--- src/rtl/bba_pkg.sv ---
`default_nettype none
// ----------------------------------------------------------------------------
// Buddy block allocator package
// Beat types, opcodes, status codes and controller states.
// ----------------------------------------------------------------------------
package bba_pkg;

   localparam int SIZE_WIDTH = 7;
   localparam int ADDR_WIDTH = 6;

   typedef enum logic {
      OP_ALLOC = 1'b0,
      OP_FREE  = 1'b1
   } op_type;

   typedef enum logic [1:0] {
      ST_OK        = 2'd0,
      ST_TOO_LARGE = 2'd1,
      ST_NO_ROOM   = 2'd2,
      ST_NOT_FOUND = 2'd3
   } status_type;

   typedef struct packed {
      op_type                  opcode;
      logic [SIZE_WIDTH-1:0]   request_size;
      logic [ADDR_WIDTH-1:0]   block_address;
   } req_type;

   typedef struct packed {
      logic [ADDR_WIDTH-1:0]   result_address;
      status_type              status;
   } rsp_type;

   typedef enum logic [2:0] {
      FSM_CLEAR,
      FSM_IDLE,
      FSM_START,
      FSM_ROOT,
      FSM_DESCEND,
      FSM_CLIMB,
      FSM_UPDATE,
      FSM_RESP
   } fsm_type;

endpackage
`default_nettype wire

--- src/rtl/bba_tree_mem.sv ---
`default_nettype none
// ----------------------------------------------------------------------------
// Buddy tree memory
// One write port and one read port with registered read data.
// ----------------------------------------------------------------------------
module bba_tree_mem #(
   parameter int DEPTH = 127,
   parameter int AW    = 7,
   parameter int DW    = 7
) (
   input  wire logic          clock,
   input  wire logic          rd_en,
   input  wire logic [AW-1:0] rd_addr,
   output logic      [DW-1:0] rd_data,
   input  wire logic          wr_en,
   input  wire logic [AW-1:0] wr_addr,
   input  wire logic [DW-1:0] wr_data
);

   logic [DW-1:0] mem_ff [DEPTH];
   logic [DW-1:0] rd_data_ff;

   always_ff @(posedge clock) begin
      if (wr_en) begin
         mem_ff[wr_addr] <= wr_data;
      end
   end

   always_ff @(posedge clock) begin
      if (rd_en) begin
         rd_data_ff <= mem_ff[rd_addr];
      end
   end

   assign rd_data = rd_data_ff;

endmodule
`default_nettype wire

--- src/rtl/buddy_block_allocator.sv ---
`default_nettype none
// ----------------------------------------------------------------------------
// Buddy block allocator
// Binary buddy allocator over POOL_UNITS units (a power of two). The req
// channel carries one beat per request: allocate a block of request_size
// units, or free the block that starts at block_address. The rsp channel
// returns one beat per request with the block address and a status code.
// The tree of largest free sizes lives in one memory with one read and one
// write port; the controller walks one tree level per cycle through the
// read port, down the tree and back up to the root.
// Paths: an allocate walks down the tree to a block of the wanted size and
// back up to the root; a whole-pool or no-room allocate ends at the root,
// an oversize allocate does not read the tree, and a free climbs from its
// leaf to the allocated block and, if it finds it, on up to the root. One
// request is in work at a time, and req_ready returns in the same cycle
// that rsp_valid rises.
// Reset: a clearing pass writes every tree node with req_ready low.
// Afterwards the whole pool is free.
// Stall: a finished result waits in the output register; the block still
// accepts and works the next request and holds it at the end until rsp is
// taken.
// ----------------------------------------------------------------------------
module buddy_block_allocator #(
   parameter int POOL_UNITS = 64
) (
   input  wire logic             clock,
   input  wire logic             reset,
   input  wire logic             req_valid,
   output logic                  req_ready,
   input  wire bba_pkg::req_type req_data,
   output logic                  rsp_valid,
   input  wire logic             rsp_ready,
   output bba_pkg::rsp_type      rsp_data
);

   localparam int LOG2   = $clog2(POOL_UNITS);
   localparam int NODES  = 2 * POOL_UNITS - 1;
   localparam int NW     = LOG2 + 1;
   localparam int VW     = LOG2 + 1;
   localparam int AW     = LOG2;
   localparam int OUT_AW = bba_pkg::ADDR_WIDTH;

   function automatic logic [NW-1:0] sib_of(input logic [NW-1:0] n);
      return n[0] ? n + NW'(1) : n - NW'(1);
   endfunction

   bba_pkg::fsm_type            state_ff, state_in;
   bba_pkg::op_type             op_ff, op_in;
   logic [bba_pkg::SIZE_WIDTH-1:0] size_ff, size_in;
   logic [bba_pkg::ADDR_WIDTH-1:0] baddr_ff, baddr_in;
   logic [NW-1:0]               node_ff, node_in;
   logic [VW-1:0]               ns_ff, ns_in;
   logic [VW-1:0]               cur_ff, cur_in;
   logic [AW-1:0]               addr_ff, addr_in;
   logic [AW-1:0]               res_addr_ff, res_addr_in;
   bba_pkg::status_type         res_status_ff, res_status_in;
   logic                        rsp_valid_ff, rsp_valid_in;
   bba_pkg::rsp_type            rsp_data_ff, rsp_data_in;

   logic          mem_rd_en;
   logic [NW-1:0] mem_rd_addr;
   logic [VW-1:0] mem_rd_data;
   logic          mem_wr_en;
   logic [NW-1:0] mem_wr_addr;
   logic [VW-1:0] mem_wr_data;

   logic          accept;
   logic          rsp_free;
   logic [VW-1:0] want_c;
   logic          too_large_c;
   logic          outside_c;
   logic [NW-1:0] leaf_c;
   logic [NW-1:0] left_c;
   logic [NW-1:0] right_c;
   logic          go_left_c;
   logic [NW-1:0] child_c;
   logic [VW-1:0] child_ns_c;
   logic [AW-1:0] child_addr_c;
   logic [NW-1:0] parent_c;
   logic [VW:0]   sum_c;
   logic [VW:0]   dbl_c;
   logic [VW-1:0] max_c;
   logic [VW-1:0] merged_c;
   logic          fits_c;
   logic [NW:0]   clr_next_c;
   logic          clr_halve_c;
   logic          clr_last_c;

   bba_tree_mem #(
      .DEPTH (NODES),
      .AW    (NW),
      .DW    (VW)
   ) u_mem (
      .clock   (clock),
      .rd_en   (mem_rd_en),
      .rd_addr (mem_rd_addr),
      .rd_data (mem_rd_data),
      .wr_en   (mem_wr_en),
      .wr_addr (mem_wr_addr),
      .wr_data (mem_wr_data)
   );

   assign req_ready = (state_ff == bba_pkg::FSM_IDLE);
   assign accept    = req_valid && req_ready;
   assign rsp_free  = !rsp_valid_ff || rsp_ready;

   always_comb begin
      want_c = VW'(POOL_UNITS);
      for (int k = LOG2; k >= 0; k--) begin
         if ((32'd1 << k) >= 32'(size_ff)) begin
            want_c = VW'(32'd1 << k);
         end
      end
   end

   assign too_large_c  = int'(size_ff) > POOL_UNITS;
   assign outside_c    = int'(baddr_ff) >= POOL_UNITS;
   assign leaf_c       = NW'(int'(baddr_ff) + POOL_UNITS - 1);
   assign left_c       = {node_ff[NW-2:0], 1'b1};
   assign right_c      = left_c + NW'(1);
   assign go_left_c    = mem_rd_data >= want_c;
   assign child_c      = go_left_c ? left_c : right_c;
   assign child_ns_c   = ns_ff >> 1;
   assign child_addr_c = go_left_c ? addr_ff : addr_ff + AW'(child_ns_c);
   assign parent_c     = (node_ff - NW'(1)) >> 1;
   assign sum_c        = {1'b0, cur_ff} + {1'b0, mem_rd_data};
   assign dbl_c        = {ns_ff, 1'b0};
   assign max_c        = (cur_ff > mem_rd_data) ? cur_ff : mem_rd_data;
   assign merged_c     = (op_ff == bba_pkg::OP_FREE && sum_c == dbl_c) ? VW'(dbl_c) : max_c;
   assign fits_c       = ((addr_ff & AW'(ns_ff - VW'(1))) == '0)
                         && (int'(ns_ff) >= int'(size_ff));
   assign clr_next_c   = {1'b0, node_ff} + (NW+1)'(1);
   assign clr_halve_c  = ((clr_next_c + (NW+1)'(1)) & clr_next_c) == '0;
   assign clr_last_c   = node_ff == NW'(NODES - 1);

   // next state
   always_comb begin
      state_in = state_ff;
      unique case (state_ff)
         bba_pkg::FSM_CLEAR: begin
            if (clr_last_c) state_in = bba_pkg::FSM_IDLE;
         end
         bba_pkg::FSM_IDLE: begin
            if (accept) state_in = bba_pkg::FSM_START;
         end
         bba_pkg::FSM_START: begin
            if (op_ff == bba_pkg::OP_ALLOC) begin
               state_in = too_large_c ? bba_pkg::FSM_RESP : bba_pkg::FSM_ROOT;
            end else begin
               state_in = outside_c ? bba_pkg::FSM_RESP : bba_pkg::FSM_CLIMB;
            end
         end
         bba_pkg::FSM_ROOT: begin
            if (mem_rd_data < want_c || ns_ff == want_c) begin
               state_in = bba_pkg::FSM_RESP;
            end else begin
               state_in = bba_pkg::FSM_DESCEND;
            end
         end
         bba_pkg::FSM_DESCEND: begin
            if (child_ns_c == want_c) state_in = bba_pkg::FSM_UPDATE;
         end
         bba_pkg::FSM_CLIMB: begin
            if (mem_rd_data != '0) begin
               if (node_ff == '0) state_in = bba_pkg::FSM_RESP;
            end else if (!fits_c || node_ff == '0) begin
               state_in = bba_pkg::FSM_RESP;
            end else begin
               state_in = bba_pkg::FSM_UPDATE;
            end
         end
         bba_pkg::FSM_UPDATE: begin
            if (parent_c == '0) state_in = bba_pkg::FSM_RESP;
         end
         bba_pkg::FSM_RESP: begin
            if (rsp_free) state_in = bba_pkg::FSM_IDLE;
         end
         default: state_in = bba_pkg::FSM_IDLE;
      endcase
   end

   // datapath and memory control
   always_comb begin
      op_in         = op_ff;
      size_in       = size_ff;
      baddr_in      = baddr_ff;
      node_in       = node_ff;
      ns_in         = ns_ff;
      cur_in        = cur_ff;
      addr_in       = addr_ff;
      res_addr_in   = res_addr_ff;
      res_status_in = res_status_ff;
      rsp_data_in   = rsp_data_ff;
      rsp_valid_in  = rsp_valid_ff && !rsp_ready;
      mem_rd_en     = 1'b0;
      mem_rd_addr   = node_ff;
      mem_wr_en     = 1'b0;
      mem_wr_addr   = node_ff;
      mem_wr_data   = ns_ff;
      unique case (state_ff)
         bba_pkg::FSM_CLEAR: begin
            mem_wr_en   = 1'b1;
            mem_wr_addr = node_ff;
            mem_wr_data = ns_ff;
            node_in     = NW'(clr_next_c);
            if (clr_halve_c) ns_in = ns_ff >> 1;
         end
         bba_pkg::FSM_IDLE: begin
            if (accept) begin
               op_in    = req_data.opcode;
               size_in  = req_data.request_size;
               baddr_in = req_data.block_address;
            end
         end
         bba_pkg::FSM_START: begin
            res_addr_in = '0;
            if (op_ff == bba_pkg::OP_ALLOC) begin
               if (too_large_c) begin
                  res_status_in = bba_pkg::ST_TOO_LARGE;
               end else begin
                  mem_rd_en   = 1'b1;
                  mem_rd_addr = '0;
                  node_in     = '0;
                  ns_in       = VW'(POOL_UNITS);
                  addr_in     = '0;
               end
            end else begin
               if (outside_c) begin
                  res_status_in = bba_pkg::ST_NOT_FOUND;
               end else begin
                  mem_rd_en   = 1'b1;
                  mem_rd_addr = leaf_c;
                  node_in     = leaf_c;
                  ns_in       = VW'(1);
                  addr_in     = AW'(baddr_ff);
               end
            end
         end
         bba_pkg::FSM_ROOT: begin
            if (mem_rd_data < want_c) begin
               res_status_in = bba_pkg::ST_NO_ROOM;
            end else if (ns_ff == want_c) begin
               mem_wr_en     = 1'b1;
               mem_wr_addr   = '0;
               mem_wr_data   = '0;
               res_status_in = bba_pkg::ST_OK;
            end else begin
               mem_rd_en   = 1'b1;
               mem_rd_addr = left_c;
            end
         end
         bba_pkg::FSM_DESCEND: begin
            node_in = child_c;
            ns_in   = child_ns_c;
            addr_in = child_addr_c;
            if (child_ns_c == want_c) begin
               mem_wr_en   = 1'b1;
               mem_wr_addr = child_c;
               mem_wr_data = '0;
               cur_in      = '0;
               mem_rd_en   = 1'b1;
               mem_rd_addr = sib_of(child_c);
            end else begin
               mem_rd_en   = 1'b1;
               mem_rd_addr = {child_c[NW-2:0], 1'b1};
            end
         end
         bba_pkg::FSM_CLIMB: begin
            if (mem_rd_data != '0) begin
               if (node_ff == '0) begin
                  res_status_in = bba_pkg::ST_NOT_FOUND;
               end else begin
                  node_in     = parent_c;
                  ns_in       = ns_ff << 1;
                  mem_rd_en   = 1'b1;
                  mem_rd_addr = parent_c;
               end
            end else if (!fits_c) begin
               res_status_in = bba_pkg::ST_NOT_FOUND;
            end else begin
               mem_wr_en   = 1'b1;
               mem_wr_addr = node_ff;
               mem_wr_data = ns_ff;
               cur_in      = ns_ff;
               if (node_ff == '0) begin
                  res_addr_in   = addr_ff;
                  res_status_in = bba_pkg::ST_OK;
               end else begin
                  mem_rd_en   = 1'b1;
                  mem_rd_addr = sib_of(node_ff);
               end
            end
         end
         bba_pkg::FSM_UPDATE: begin
            mem_wr_en   = 1'b1;
            mem_wr_addr = parent_c;
            mem_wr_data = merged_c;
            node_in     = parent_c;
            cur_in      = merged_c;
            ns_in       = ns_ff << 1;
            if (parent_c == '0) begin
               res_addr_in   = addr_ff;
               res_status_in = bba_pkg::ST_OK;
            end else begin
               mem_rd_en   = 1'b1;
               mem_rd_addr = sib_of(parent_c);
            end
         end
         bba_pkg::FSM_RESP: begin
            if (rsp_free) begin
               rsp_valid_in               = 1'b1;
               rsp_data_in.result_address = OUT_AW'(res_addr_ff);
               rsp_data_in.status         = res_status_ff;
            end
         end
         default: begin
         end
      endcase
   end

   always_ff @(posedge clock) begin
      if (reset) begin
         state_ff     <= bba_pkg::FSM_CLEAR;
         node_ff      <= '0;
         ns_ff        <= VW'(POOL_UNITS);
         rsp_valid_ff <= 1'b0;
      end else begin
         state_ff     <= state_in;
         node_ff      <= node_in;
         ns_ff        <= ns_in;
         rsp_valid_ff <= rsp_valid_in;
      end
   end

   always_ff @(posedge clock) begin
      op_ff         <= op_in;
      size_ff       <= size_in;
      baddr_ff      <= baddr_in;
      cur_ff        <= cur_in;
      addr_ff       <= addr_in;
      res_addr_ff   <= res_addr_in;
      res_status_ff <= res_status_in;
      rsp_data_ff   <= rsp_data_in;
   end

   assign rsp_valid = rsp_valid_ff;
   assign rsp_data  = rsp_data_ff;

endmodule
`default_nettype wire

--- config.mk ---
export PLATFORM = sky130hd
export DESIGN_NAME = buddy_block_allocator
export DESIGN_NICKNAME = d
export VERILOG_FILES = /design/src/rtl/bba_pkg.sv /design/src/rtl/bba_tree_mem.sv /design/src/rtl/buddy_block_allocator.sv
export SDC_FILE = /design/constraint.sdc
export NUM_CORES = 1
export LEC_CHECK = 0
export BUFFER_PORTS_ARGS = -buffer_cell sky130_fd_sc_hd__buf_2
export CELL_PAD_IN_SITES_DETAIL_PLACEMENT = 2
export CELL_PAD_IN_SITES_GLOBAL_PLACEMENT = 2
export CORE_ASPECT_RATIO = 1.5
export CORE_MARGIN = 2
export CORE_UTILIZATION = 51
export CTS_BUF_LIST = sky130_fd_sc_hd__clkbuf_2
export DETAILED_ROUTE_END_ITERATION = 10
export PLACE_DENSITY_LB_ADDON = 0.1
export SETUP_SLACK_MARGIN = 0.15
export SYNTH_ARGS = -nofsm -noshare
export SYNTH_HDL_FRONTEND = slang
export SYNTH_SLANG_ARGS = --single-unit
--- constraint.sdc ---
create_clock -name clock -period 26.5 [get_ports clock]
set_input_delay 1.325 -clock clock [delete_from_list [all_inputs] [get_ports clock]]
set_output_delay 1.325 -clock clock [all_outputs]
set_load 0.02 [all_outputs]
==> implementation parameters <==
Parameter                              Value

Timing
  Hold_ws    204 ps
  Least-Margin Pin Slew    1630 ps
  Summed negative setup slack over all endpoints    0 ps
  Final-report max-slew violation count    2
  Tightest slew margin relative to the limit    -9.43%
  Final setup violation count    0
  RSZ-0062 raised after global routing    false
  Time the worst path needs with I/O delays and setup    9820 ps
  Worst Skew    127 ps
  Peak Freq    102 MHz
  Crit share post-route    37.1%
  Number of hold violations in the final report    0

Floorplan
  Standard-cell row count    130
  Starting Density    51.2%
  Num ports    28
  Core area    83,400 µm²
  Die Height    359 µm
  Width of the die    240 µm
  Die area    86,200 µm²

Place
  Quantity of I/O buffers inserted on ports    27
  Total placed cells including tap cells    4,347
  Final weighted congestion of routability-driven global placement    0.931
  Detailed-placement wirelength estimate    109 mm

Global route
  Met2 capacity usage during global routing    73.0%
  Maximum number of pins on one net before global-route repair    147
  Met3 layer usage reported by global route    10.3%
  Grt total ovfl    0
  Vias in the first global route    35,300
  Global-route wire length before repair    264 mm
  Number of antenna violations at the first check in global routing    9
  GRT Resource Usage Total    43.9%
  Met1 global-route usage    47.0%
  GR peak layer    met2

Layout
  Net count of the finished layout    3,530
  Area added between synthesis and finish    8.02%
  Layout cell share with drive strength beyond 1    14.2%
  Commonest non-fill, non-tap cell in the layout    sky130_fd_sc_hd__edfxtp_1
  Fill cell instance count of the final layout    7,727
  Most used cells in the layout excluding fill and tap cells    939 x sky130_fd_sc_hd__edfxtp_1, 600 x sky130_fd_sc_hd__nand2_1, 304 x sky130_fd_sc_hd__clkbuf_2, 277 x sky130_fd_sc_hd__nand3_1, 245 x sky130_fd_sc_hd__nor2_1
  Filler-free cell count of the finished design    4,769

Setup path
  CP arrival    11,420 ps
  Crit-path slowest cell    sky130_fd_sc_hd__nor2_2
  Startpoint kind of the worst setup timing path    register
  Critical Path End Type    register
  Required @ worst endpoint    28,090 ps
  Kind of critical path    register to register
  Buffers and inverters on the worst path    2
  CP Cell Sequence    nor3_1 > nand2_1 > ha_1 > nand2_1 > o21ai_0 > a21o_1 > inv_1 > ha_1 > nor2_1 > a2111oi_0 > o221ai_1 > a211oi_1 > a31o_2 > buf_4 > nand2_1 > nor2_2 > nand3_1 > nand4_1 > o22ai_1 > a211oi_1
  CP delay by family, top    compound AO/OA/AOI/OAI gates
  Highest cell delay on the worst timing path    1060 ps
  Most common cell type on the critical path    sky130_fd_sc_hd__nand2_1
  Max FO, Critical Path    34

Logic synthesis
  Primary FF master, synth    sky130_fd_sc_hd__edfxtp_1
  Top cells by area, synth    sky130_fd_sc_hd__edfxtp_1 66%, sky130_fd_sc_hd__nand2_1 5.3%, sky130_fd_sc_hd__mux2i_1 4.7%
  Number of enable-type register cells in the synthesized netlist    939
  Synth warn    0
  Share of the synthesized area in the top cell type    66.0%
  Area of the mapped netlist    42,700 µm²
  Sequential-to-total area share from yosys stat    66.8%
  Biggest area consumer among synthesized cells    sky130_fd_sc_hd__edfxtp_1
  Post-synthesis async set-or-reset flop share    0%
  Post-synthesis net count    3,409
  Synth Instances    3,341
  Count of unique library cells instantiated by Yosys    89
  FF+latch count, synth    957
  Avg Cell Area, Syn    12.8 µm²

Clock tree
  Post-cts resize count    0
  CTS Buffer Depth    3
  Sinks on the clock net    957
  H-tree levels    4
  Clock tree root buffer cell    sky130_fd_sc_hd__clkbuf_2
  Post-CTS Repair Setup Buffers    0
  Clock edge transition at the registers on the reported setup and hold paths    130 ps
  Clock buffer count from CTS    217
  Worst skew pair latency    1850 ps
  Clock tree from TritonCTS    done
  Hold-fix buffer count after cts    17

Pwr
  Power density over the cells    139 nW/µm²
  Peak VDD IR    0.115 mV
  Leakage power of the design    16.2 nW

Detailed routing
  Number of design rule violations left after detail routing    0
  Router iterations before antenna repair    6
  Overall via count from detail_route    32,400
  Final wirelength    187 mm
  Avg WL per Cell    39.2 µm
  Number of antenna-violating nets in the routed design    0
  Post-DR vias/cell    6.80
  1st-iter DRT viols    3,789

Status
  Violations in the final reports    capacitance limit, slew limit
  Outcome    finished, violations left

Min path
  Hold WC Path Type    primary input to register

Run
  Max-cap check violation count    1
-- synth_stat cells (10+ instances only) --
cell / n
sky130_fd_sc_hd__xor2_1: 10
sky130_fd_sc_hd__nor2b_1: 10
sky130_fd_sc_hd__inv_1: 55
sky130_fd_sc_hd__edfxtp_1: 939
sky130_fd_sc_hd__nand4_1: 18
sky130_fd_sc_hd__o21ai_0: 61
sky130_fd_sc_hd__o22ai_1: 24
sky130_fd_sc_hd__o211ai_1: 13
sky130_fd_sc_hd__or3_1: 12
sky130_fd_sc_hd__a31oi_1: 30
sky130_fd_sc_hd__xnor2_1: 36
sky130_fd_sc_hd__nand2_1: 605
sky130_fd_sc_hd__a221o_1: 12
sky130_fd_sc_hd__clkbuf_1: 87
sky130_fd_sc_hd__nor3_1: 34
sky130_fd_sc_hd__mux2i_1: 201
sky130_fd_sc_hd__a221oi_1: 32
sky130_fd_sc_hd__a311oi_1: 20
sky130_fd_sc_hd__o221ai_1: 10
sky130_fd_sc_hd__nor2_1: 246
sky130_fd_sc_hd__buf_6: 16
sky130_fd_sc_hd__and3_1: 24
sky130_fd_sc_hd__buf_2: 71
sky130_fd_sc_hd__a22oi_1: 19
sky130_fd_sc_hd__a21oi_1: 95
sky130_fd_sc_hd__buf_1: 14
sky130_fd_sc_hd__a211oi_1: 40
sky130_fd_sc_hd__ha_1: 47
sky130_fd_sc_hd__buf_4: 20
sky130_fd_sc_hd__and2_1: 14
sky130_fd_sc_hd__nand3_1: 281
sky130_fd_sc_hd__mux4_2: 23
sky130_fd_sc_hd__o21ai_1: 11
sky130_fd_sc_hd__dfxtp_1: 18
sky130_fd_sc_hd__a32oi_1: 14
sky130_fd_sc_hd__mux2_2: 14
-- per-stage QoR --
step	power, mW	instance area, µm²	setup slack [ps]	util, %
after detailed placement	5.13	43900	17650	52.6
after CTS	6.30	46100	17130	55.2
after global placement	4.92	43900	17610	52.6
after global routing	6.56	46100	16610	55.3
final	6.44	46200	16680	55.3
after floorplan	3.90	42700	17480	-
-- final cells by class --
type	instances	area, µm²	area share, %
diodes	10	25.0	0.0542
repair buffers	110	846	1.83
flip-flops and latches	957	28600	61.9
clock buffers	304	1520	3.30
multi-input cells	2119	13100	28.3
well taps	1122	1400	3.04
clock inverters	90	531	1.15
inverters	57	214	0.464
-- where the power goes --
group / total, mW / internal [mW] / switching [mW]
Combinational: 3.38 / 0.856 / 2.52
Clock: 1.08 / 0.374 / 0.709
Sequential: 1.98 / 1.90 / 0.0811
-- worst register-to-register path: cells and delay by family (launching register included) --
kind	cells	cell delay, ps
compound gates	8	3760
buf+inv	2	920
fa+ha+maj	2	900
flops	1	560
simple gates	8	3470
-- path summary, 6_finish.rpt --
path	to	slack [ps]	cells after the start	from
setup / recovery	u_mem.rd_data[0]	16680	20	size_ff[5]
hold / removal	baddr_ff[2]	200	2	req_data[2]
setup reg to reg	u_mem.rd_data[0]	16680	20	size_ff[5]
hold reg to reg	rsp_data[2]	380	0	res_addr_ff[0]
-- cell families (layout without fill, tap and decap cells) --
family	Yosys count	after routing	share of synthesized area, %
AND/OR/NAND/NOR	1308	1308	13.4
XOR/XNOR	46	46	0.943
buffers and inverters	265	561	2.99
other	0	10	0
multiplexers	241	241	6.44
AO/OA/AOI/OAI	474	474	7.86
flip-flops	957	957	66.8
adder cells (fa/ha/maj)	50	50	1.52
-- routing by layer --
layer | part of all wire [%] | vias up
met5 | 0.032 | -
met4 | 10 | 8
met3 | 7.5 | 814
met2 | 49 | 2113
met1 | 33 | 16600
li1 | - | 12900
-- flip-flops by register name (all words and copies together), names as in the netlist --
name	cells
addr_ff	6
baddr_ff	6
cur_ff	7
node_ff	7
ns_ff	7
op_ff	1
res_addr_ff	6
res_status_ff	2
rsp_data	8
rsp_valid	1
size_ff	7
state_ff	3
u_mem.mem_ff	889
u_mem.rd_data	7
(Power assumes the default switching activity.)
